<file path="config.mk">
export PLATFORM = sky130hd
export DESIGN_NAME = manchester_frame_transceiver_unit
export DESIGN_NICKNAME = d
export VERILOG_FILES = /design/src/rtl/mft_pkg.sv /design/src/rtl/manchester_frame_transceiver_unit.sv
export SDC_FILE = /design/constraint.sdc
export NUM_CORES = 1
export LEC_CHECK = 0
export BUFFER_PORTS_ARGS = -buffer_cell sky130_fd_sc_hd__buf_2
export CAP_MARGIN = 40
export CORE_MARGIN = 2
export CORE_UTILIZATION = 60
export DETAILED_ROUTE_END_ITERATION = 6
export GPL_ROUTABILITY_DRIVEN = 0
export PLACE_DENSITY = 0.8
export SLEW_MARGIN = 10
export SYNTH_ARGS = -nofsm -noshare
export SYNTH_HDL_FRONTEND = slang
export SYNTH_SLANG_ARGS = --single-unit
</file>
<file path="constraint.sdc">
create_clock -name clock -period 6.18 [get_ports clock]
set_input_delay 1.236 -clock clock [delete_from_list [all_inputs] [get_ports clock]]
set_output_delay 1.236 -clock clock [all_outputs]
set_load 0.01 [all_outputs]
</file>
<file path="src/rtl/mft_pkg.sv">
`default_nettype none

package mft_pkg;

   // Width of the tick counters and configuration words
   localparam int CNT_W = 12;
   localparam logic [CNT_W-1:0] CNT_MAX = 12'hFFF;

   // Configuration register indexes
   localparam int CSR_IDX_W = 3;
   localparam logic [CSR_IDX_W-1:0] CSR_RX_ACTIVE_LEVEL   = 3'd0;
   localparam logic [CSR_IDX_W-1:0] CSR_TX_ACTIVE_LEVEL   = 3'd1;
   localparam logic [CSR_IDX_W-1:0] CSR_MID_BIT_THRESHOLD = 3'd2;
   localparam logic [CSR_IDX_W-1:0] CSR_RX_TIMEOUT        = 3'd3;
   localparam logic [CSR_IDX_W-1:0] CSR_HALF_BIT_PERIOD   = 3'd4;

   // Configuration reset values
   localparam logic             RST_RX_ACTIVE_LEVEL   = 1'b1;
   localparam logic             RST_TX_ACTIVE_LEVEL   = 1'b1;
   localparam logic [CNT_W-1:0] RST_MID_BIT_THRESHOLD = 12'd800;
   localparam logic [CNT_W-1:0] RST_RX_TIMEOUT        = 12'd1504;
   localparam logic [CNT_W-1:0] RST_HALF_BIT_PERIOD   = 12'd500;

   typedef enum logic [7:0] {
      MODE_WAIT_START = 8'b0000_0001,
      MODE_RX_FRAME   = 8'b0000_0010,
      MODE_WAIT_STOP  = 8'b0000_0100,
      MODE_RX_ERROR   = 8'b0000_1000,
      MODE_TX_START   = 8'b0001_0000,
      MODE_TX_FRAME   = 8'b0010_0000,
      MODE_TX_STOP    = 8'b0100_0000,
      MODE_TX_IDLE    = 8'b1000_0000
   } mode_type;

   // Saturating tick counter increment
   function automatic logic [CNT_W-1:0] sat_inc(input logic [CNT_W-1:0] v);
      sat_inc = (v == CNT_MAX) ? v : v + 1'b1;
   endfunction

endpackage

`default_nettype wire

</file>
<file path="src/rtl/manchester_frame_transceiver_unit.sv">
// An accepted item passes the input register, then the result register. One item per
// cycle without rsp_stall; all receive/transmit state updates in one pass per item.
// The input register takes a new item while a stalled result waits in the result register.
// Reset (synchronous, active high) empties both stages, returns the receiver to waiting
// for a start edge, idles the transmitter and loads the configuration defaults.
`default_nettype none

module manchester_frame_transceiver_unit #(
   parameter int FRAME_BITS = 32
) (
   input  wire logic        clock,
   input  wire logic        reset,

   // configuration write port
   input  wire logic                           csr_we,
   input  wire logic [mft_pkg::CSR_IDX_W-1:0]  csr_index,
   input  wire logic [mft_pkg::CNT_W-1:0]      csr_wdata,

   // request channel
   input  wire logic        req_valid,
   output logic             req_stall,
   input  wire logic        req_action,
   input  wire logic        req_rx_level,
   input  wire logic [31:0] req_tx_frame,

   // response channel
   output logic             rsp_valid,
   input  wire logic        rsp_stall,
   output logic             rsp_tx_line,
   output logic             rsp_frame_valid,
   output logic [31:0]      rsp_frame_data,
   output logic             rsp_frame_error,
   output logic             rsp_tx_busy
);

   // bit counter must hold FRAME_BITS itself
   localparam int BC_W = $clog2(FRAME_BITS + 1);
   localparam logic [BC_W-1:0] FRAME_BITS_C = BC_W'(FRAME_BITS);

   // ---------------- configuration registers ----------------
   logic                       rx_act_ff;
   logic                       tx_act_ff;
   logic [mft_pkg::CNT_W-1:0]  mid_thr_ff;
   logic [mft_pkg::CNT_W-1:0]  rx_tmo_ff;
   logic [mft_pkg::CNT_W-1:0]  half_per_ff;

   always_ff @(posedge clock) begin
      if (reset) begin
         rx_act_ff   <= mft_pkg::RST_RX_ACTIVE_LEVEL;
         tx_act_ff   <= mft_pkg::RST_TX_ACTIVE_LEVEL;
         mid_thr_ff  <= mft_pkg::RST_MID_BIT_THRESHOLD;
         rx_tmo_ff   <= mft_pkg::RST_RX_TIMEOUT;
         half_per_ff <= mft_pkg::RST_HALF_BIT_PERIOD;
      end else if (csr_we) begin
         unique case (csr_index)
            mft_pkg::CSR_RX_ACTIVE_LEVEL:   rx_act_ff   <= csr_wdata[0];
            mft_pkg::CSR_TX_ACTIVE_LEVEL:   tx_act_ff   <= csr_wdata[0];
            mft_pkg::CSR_MID_BIT_THRESHOLD: mid_thr_ff  <= csr_wdata;
            mft_pkg::CSR_RX_TIMEOUT:        rx_tmo_ff   <= csr_wdata;
            mft_pkg::CSR_HALF_BIT_PERIOD:   half_per_ff <= csr_wdata;
            default: ;  // writes beyond the register list are dropped
         endcase
      end
   end

   // ---------------- handshake ----------------
   logic        s1_valid_ff;
   logic        s1_action_ff;
   logic        s1_rx_ff;
   logic [31:0] s1_frame_ff;
   logic        rsp_valid_ff;

   logic advance;    // the stage 1 item moves into the result register
   logic accept;     // a new item enters stage 1

   assign advance   = s1_valid_ff && (!rsp_valid_ff || !rsp_stall);
   assign req_stall = s1_valid_ff && !advance;
   assign accept    = req_valid && !req_stall;

   always_ff @(posedge clock) begin
      if (reset) begin
         s1_valid_ff <= 1'b0;
      end else if (accept) begin
         s1_valid_ff <= 1'b1;
      end else if (advance) begin
         s1_valid_ff <= 1'b0;
      end
   end

   always_ff @(posedge clock) begin
      if (accept) begin
         s1_action_ff <= req_action;
         s1_rx_ff     <= req_rx_level;
         s1_frame_ff  <= req_tx_frame;
      end
   end

   // ---------------- transceiver state ----------------
   mft_pkg::mode_type          mode_ff, mode_in;
   logic                       prev_rx_ff, prev_rx_in;
   logic [mft_pkg::CNT_W-1:0]  elapsed_ff, elapsed_in;
   logic [31:0]                rx_shift_ff, rx_shift_in;
   logic [BC_W-1:0]            bit_cnt_ff, bit_cnt_in;
   // transmit word aligned so that the next bit to send is always the MSB
   logic [FRAME_BITS-1:0]      tx_shift_ff, tx_shift_in;
   logic                       half_ff, half_in;
   logic [mft_pkg::CNT_W-1:0]  hbt_ff, hbt_in;
   logic                       tx_lvl_ff, tx_lvl_in;

   logic                       frm_valid;
   logic                       frm_error;
   logic [FRAME_BITS+31:0]     frame_ext;

   // zero extend, then keep the low FRAME_BITS bits (higher positions never go out)
   assign frame_ext = {{FRAME_BITS{1'b0}}, s1_frame_ff};

   always_comb begin
      logic edge_seen;
      logic to_idle;
      logic p;

      mode_in     = mode_ff;
      prev_rx_in  = prev_rx_ff;
      elapsed_in  = elapsed_ff;
      rx_shift_in = rx_shift_ff;
      bit_cnt_in  = bit_cnt_ff;
      tx_shift_in = tx_shift_ff;
      half_in     = half_ff;
      hbt_in      = hbt_ff;
      tx_lvl_in   = tx_lvl_ff;
      frm_valid   = 1'b0;
      frm_error   = 1'b0;

      edge_seen = (s1_rx_ff != prev_rx_ff);
      to_idle   = (s1_rx_ff != rx_act_ff);
      p         = half_ff;

      if (s1_action_ff) begin
         // send item: restart transmission, aborting anything in progress
         tx_shift_in = frame_ext[FRAME_BITS-1:0];
         mode_in     = mft_pkg::MODE_TX_START;
         half_in     = 1'b0;
         hbt_in      = '0;
         bit_cnt_in  = '0;
      end else if (mode_ff == mft_pkg::MODE_TX_START || mode_ff == mft_pkg::MODE_TX_FRAME ||
                   mode_ff == mft_pkg::MODE_TX_STOP  || mode_ff == mft_pkg::MODE_TX_IDLE) begin
         hbt_in = mft_pkg::sat_inc(hbt_ff);
         if (hbt_in >= half_per_ff) begin
            // half-bit boundary
            hbt_in = '0;
            unique case (mode_ff)
               mft_pkg::MODE_TX_START: begin
                  tx_lvl_in = ~p;
                  if (p) begin
                     mode_in    = mft_pkg::MODE_TX_FRAME;
                     bit_cnt_in = '0;
                  end
               end
               mft_pkg::MODE_TX_FRAME: begin
                  tx_lvl_in = p ^ tx_shift_ff[FRAME_BITS-1];
                  if (p) begin
                     bit_cnt_in  = bit_cnt_ff + 1'b1;
                     tx_shift_in = tx_shift_ff << 1;
                  end
                  if (bit_cnt_in >= FRAME_BITS_C) begin
                     mode_in = mft_pkg::MODE_TX_STOP;
                  end
               end
               mft_pkg::MODE_TX_STOP: begin
                  tx_lvl_in = ~p;
                  if (p) begin
                     mode_in = mft_pkg::MODE_TX_IDLE;
                  end
               end
               default: begin  // trailing idle half bit
                  tx_lvl_in = 1'b0;
                  mode_in   = mft_pkg::MODE_WAIT_START;
               end
            endcase
            half_in = ~p;
         end
         // receive edges ignored while sending, but the level is still tracked
         prev_rx_in = s1_rx_ff;
      end else begin
         elapsed_in = mft_pkg::sat_inc(elapsed_ff);
         if (edge_seen) begin
            unique case (mode_ff)
               mft_pkg::MODE_WAIT_START: begin
                  if (to_idle) begin
                     mode_in     = mft_pkg::MODE_RX_FRAME;
                     elapsed_in  = '0;
                     rx_shift_in = '0;
                     bit_cnt_in  = '0;
                  end
               end
               mft_pkg::MODE_RX_FRAME: begin
                  // edges near mid-bit are transition edges, not bits
                  if (elapsed_in > mid_thr_ff) begin
                     rx_shift_in = {rx_shift_ff[30:0], s1_rx_ff ^ rx_act_ff};
                     bit_cnt_in  = bit_cnt_ff + 1'b1;
                     elapsed_in  = '0;
                  end
                  if (bit_cnt_in >= FRAME_BITS_C) begin
                     mode_in = mft_pkg::MODE_WAIT_STOP;
                  end
               end
               mft_pkg::MODE_WAIT_STOP: begin
                  if (elapsed_in > mid_thr_ff && to_idle) begin
                     frm_valid = 1'b1;
                     mode_in   = mft_pkg::MODE_WAIT_START;
                  end
               end
               default: begin  // error: any edge resynchronizes
                  mode_in = mft_pkg::MODE_WAIT_START;
               end
            endcase
         end
         if ((mode_in == mft_pkg::MODE_RX_FRAME || mode_in == mft_pkg::MODE_WAIT_STOP) &&
             elapsed_in >= rx_tmo_ff) begin
            mode_in   = mft_pkg::MODE_RX_ERROR;
            frm_error = 1'b1;
         end
         prev_rx_in = s1_rx_ff;
      end
   end

   always_ff @(posedge clock) begin
      if (reset) begin
         mode_ff     <= mft_pkg::MODE_WAIT_START;
         prev_rx_ff  <= mft_pkg::RST_RX_ACTIVE_LEVEL;
         elapsed_ff  <= '0;
         rx_shift_ff <= '0;
         bit_cnt_ff  <= '0;
         tx_shift_ff <= '0;
         half_ff     <= 1'b0;
         hbt_ff      <= '0;
         tx_lvl_ff   <= 1'b0;
      end else if (advance) begin
         mode_ff     <= mode_in;
         prev_rx_ff  <= prev_rx_in;
         elapsed_ff  <= elapsed_in;
         rx_shift_ff <= rx_shift_in;
         bit_cnt_ff  <= bit_cnt_in;
         tx_shift_ff <= tx_shift_in;
         half_ff     <= half_in;
         hbt_ff      <= hbt_in;
         tx_lvl_ff   <= tx_lvl_in;
      end
   end

   // ---------------- result register ----------------
   logic        tx_line_ff;
   logic        frame_valid_ff;
   logic [31:0] frame_data_ff;
   logic        frame_error_ff;
   logic        tx_busy_ff;

   always_ff @(posedge clock) begin
      if (reset) begin
         rsp_valid_ff <= 1'b0;
      end else if (advance) begin
         rsp_valid_ff <= 1'b1;
      end else if (!rsp_stall) begin
         rsp_valid_ff <= 1'b0;
      end
   end

   always_ff @(posedge clock) begin
      if (advance) begin
         tx_line_ff     <= ~(tx_lvl_in ^ tx_act_ff);
         frame_valid_ff <= frm_valid;
         frame_data_ff  <= frm_valid ? rx_shift_ff : 32'd0;
         frame_error_ff <= frm_error;
         tx_busy_ff     <= (mode_in == mft_pkg::MODE_TX_START) ||
                           (mode_in == mft_pkg::MODE_TX_FRAME) ||
                           (mode_in == mft_pkg::MODE_TX_STOP)  ||
                           (mode_in == mft_pkg::MODE_TX_IDLE);
      end
   end

   assign rsp_valid       = rsp_valid_ff;
   assign rsp_tx_line     = tx_line_ff;
   assign rsp_frame_valid = frame_valid_ff;
   assign rsp_frame_data  = frame_data_ff;
   assign rsp_frame_error = frame_error_ff;
   assign rsp_tx_busy     = tx_busy_ff;

endmodule

`default_nettype wire

</file>
==> results.rst <==
.. list-table::
   :header-rows: 1

   * - Metric
     - Value
   * - Result of the run
     - finished, final reports clean
   * - Effective utilization at floorplan
     - 61.0%
   * - Area enclosed by the die boundary
     - 0.0178 mm2
   * - Slew of the pin with the lowest slew margin
     - about 0.8 ns
   * - Worst R2R Start
     - elapsed_ff[0]$_SDFFE_PP0P_
   * - Post-synthesis async set-or-reset flop share
     - 0%
   * - Post-placement setup slack
     - roughly 0.32 ns
   * - Net count after synthesis
     - 1185
   * - Number of DRC markers in iteration 0
     - 453
   * - Std-Cell Core Area
     - roughly 0.016 mm2
   * - Largest vdd supply drop
     - 303 uV
   * - Largest net degree at the start of global routing
     - 54
   * - Maximum net fanout on the critical path
     - 12
   * - Proportion of synthesized area in mux cells
     - just under 4%
   * - Synth top area cells
     - dfxtp_1, edfxtp_1, nand2_1, a21oi_1, ha_1
   * - Final total negative setup slack
     - 0 ns
   * - Clock slew at reported path FFs
     - approximately 0.06 ns
   * - Cell type contributing the most total cell area after synthesis
     - dfxtp_1
   * - Number of global-route vias before repair
     - 7079
   * - CP Launch Point
     - elapsed_ff[0]$_SDFFE_PP0P_
   * - Power density over the cells
     - about 280 mW/mm2
   * - Antenna violations before repair
     - 0
   * - Overflow after GRT
     - 0
   * - Global-route wire length before repair
     - between 30000 and 40000 um
   * - Sinks on Clock Net
     - 215
   * - Cell Count Post-Placement
     - 1353
   * - Worst hold path type
     - flop to flop
   * - Wire per inst
     - roughly 14 um
   * - Port bufs
     - slightly above 90
   * - Final clock skew
     - 0.0121 ns
   * - DR pass1 iterations
     - 4
   * - Maxcap violations
     - 0
   * - Number of placement rows
     - 47
   * - Required time reported for the critical path endpoint
     - 6.55 ns
   * - Number of diodes added for antenna fixing
     - 0
   * - Critical Path Source Type
     - flop
   * - TritonCTS clock tree
     - yes
   * - HPWL after detailed placement
     - ~14000 um
   * - Max-Slew Margin vs Limit
     - between 40 and 50%
   * - Number of buffers inserted by hold repair at cts
     - 0
   * - Final critical-path share of the clock period
     - between 90% and 100%
   * - Post-synth top area share
     - between 20 and 30%
   * - Most common flop cell mapped by yosys
     - dfxtp_1
   * - Total DRC errors in the routed layout
     - 0
   * - Cells after synthesis
     - between 1000 and 1500
   * - Fillers
     - approximately 1300
   * - Post-route antenna net violation count
     - 0
   * - RSZ-0062 raised after global routing
     - no
   * - Least setup slack across all paths after layout
     - roughly 0.54 ns
   * - Share of synthesized area occupied by flip-flops and latches
     - 49.8%
   * - Final-report hold violation count
     - 0
   * - Ratio of cells with drive above 1 in the final layout
     - 13.9%
   * - Largest family of logic cells by synthesized area
     - simple AND/OR/NAND/NOR gates
   * - Most frequent cell after synthesis
     - nand2_1
   * - Post-synth design cell area
     - about 0.01 mm2
   * - Fin cells
     - 1393
   * - Number of warnings reported in the yosys synthesis log
     - 0
   * - Most frequent cells after synthesis
     - nand2_1, dfxtp_1, a21oi_1, nor2_1, edfxtp_1
   * - Post-Synth XOR/XNOR Area
     - 2.44%
   * - Y dimension of the die
     - about 130 um
   * - Synth Register Bits
     - 215
   * - Area fraction in compound gates after synthesis
     - 13.3%
   * - Post-synthesis cell type count
     - a little under 60
   * - Number of buffers inserted to repair setup after CTS
     - 0
   * - Total Wirelength
     - 20100 um
   * - CTS-repair resized insts
     - 0
   * - TritonCTS buffer count
     - 22
   * - Arrival time worst endpoint
     - approximately 6 ns
   * - Layout area overhead
     - 14.4%
   * - Simple-Gate Fraction of Synth Area
     - 21.5%
   * - Total via count after detailed routing
     - 7774
   * - Number of top-level design ports
     - between 90 and 100
   * - Setup violation total in the final timing report
     - 0
   * - Number of synthesized flops with an enable pin
     - 70
   * - Hold Path Origin
     - rx_shift_ff[31]$_SDFFE_PP0P_
   * - Time the final worst path needs with I/O delays and setup
     - 5.64 ns
   * - Tot GR Track Use
     - approximately 22%
   * - Net count reported at finish
     - 1250
   * - Total count of max-transition violations in the final report
     - 0
   * - Worst Path Class, Setup
     - flop to flop
   * - Insertion delay to the later sink of the worst-skew pair
     - between 0.5 and 0.6 ns
   * - Buffers from clock root to sink, at most
     - 3
   * - Peak clock frequency supported by timing
     - between 150 and 200 MHz
   * - Number of H-tree branching levels
     - 1
   * - Width of the die
     - 133 um
   * - Synth Area in Adders
     - 4.86%
   * - Endpoint class of the critical path
     - flop
   * - Leakage dissipation
     - between 0.004 and 0.005 uW
   * - Detailed-route vias per instance
     - around 5.6
   * - Overall power consumption
     - 3160 uW
   * - Buffer cell driving the clock tree root
     - clkbuf_16
   * - Post-synthesis average cell area
     - 9.20 um2
==> state kept, by name, summed over array words and instances, names as in the netlist, 6 cells and up <==
signal	count
rx_tmo_ff	12
rx_shift_ff	32
rsp_frame_data	32
hbt_ff	12
mid_thr_ff	12
half_per_ff	12
s1_frame_ff	32
elapsed_ff	12
mode_ff	8
bit_cnt_ff	6
tx_shift_ff	32
==> per-layer routing <==
metal / GRT usage [%] / vias up / wire length, um
li1: - / 3945 / -
met1: 30.5 / 3599 / 9200
met2: 37.5 / 195 / 9450
met3: 2.93 / 35 / 878
met4: 7.09 / 0 / 525
met5: 0 / - / 0
==> stage by stage <==
stage | area (um2) | util [%] | hold WS [ns]
final | 11500 | 69.8 | 0.446
after global placement | 10600 | 64.3 | 0.436
after detailed placement | 10700 | 64.9 | 0.442
after floorplan | 10000 | - | 0.427
after global routing | 11500 | 69.8 | 0.473
after CTS | 11500 | 69.7 | 0.451
==> logic make-up after synthesis <==
family | after synthesis
fa+ha+maj | 39
xor+xnor | 28
buf+inv | 107
mux | 38
flops | 215
compound gates | 211
simple gates | 454
==> critical path: stages (launching register included) <==
cell and delay (ns):
dfxtp_1 0.42, ha_1 0.19, nand3_1 0.09, nor2_1 0.17, and3_1 0.26, nand2_1 0.09, or2_2 0.43, nand2_1 0.11
ha_1 0.25, a211oi_1 0.27, o21ai_0 0.16, a2111oi_2 0.41, a21oi_1 0.14, nor2b_1 0.16, nor2_1 0.17, or2_2 0.38
ha_1 0.27, nand2b_1 0.09, a21o_1 0.11, a211oi_1 0.05, or3_1 0.34, a31oi_1 0.15, o21ai_0 0.11, a211oi_2 0.33
nand2b_1 0.10, a32oi_1 0.20, nor2_1 0.05
==> report_power, final <==
part	internal, uW	switching (uW)	total (uW)
Combinational	77.3	124	201
Sequential	1500	21.6	1520
Clock	906	536	1440
Total	2480	681	3160
==> path summary, 6_finish.rpt <==
path,end,slack (ns),depth (start not counted)
setup / recovery,mode_ff[2]$_SDFFE_PP0P_,0.54,26
hold / removal,rx_shift_ff[31]$_SDFFE_PP0P_,0.45,2
setup reg to reg,mode_ff[2]$_SDFFE_PP0P_,0.54,26
hold reg to reg,rx_shift_ff[31]$_SDFFE_PP0P_,0.45,2
==> cell usage in the layout (no fill, tap or decap), drive strengths merged, types with 9 or more instances in the layout <==
master | netlist | layout
nand2 | 162 | 162
a22oi | 11 | 11
and3 | 13 | 13
clkinv | 0 | 9
buf | 17 | 105
nor2b | 18 | 18
dfxtp | 145 | 145
and2 | 35 | 35
clkbuf | 47 | 24
ha | 39 | 39
nor2 | 98 | 98
a21oi | 98 | 98
inv | 43 | 43
nand3b | 14 | 14
xnor2 | 16 | 16
mux2i | 36 | 36
a211oi | 41 | 41
xor2 | 12 | 12
nand3 | 54 | 54
o21ai | 20 | 20
nor3 | 11 | 11
nand4 | 12 | 12
nand2b | 13 | 13
edfxtp | 70 | 70
==> cell type report <==
cell class	count	area [um2]	area share [%]
inverter	43	161	1.40
clock buffer	24	558	4.85
sequential	215	5000	43.5
timing repair buffer	105	611	5.31
multi-input combinational	770	4650	40.4
clock inverter	16	240	2.09
tap	220	275	2.39
Note: power is estimated with default switching activity, not from simulation.
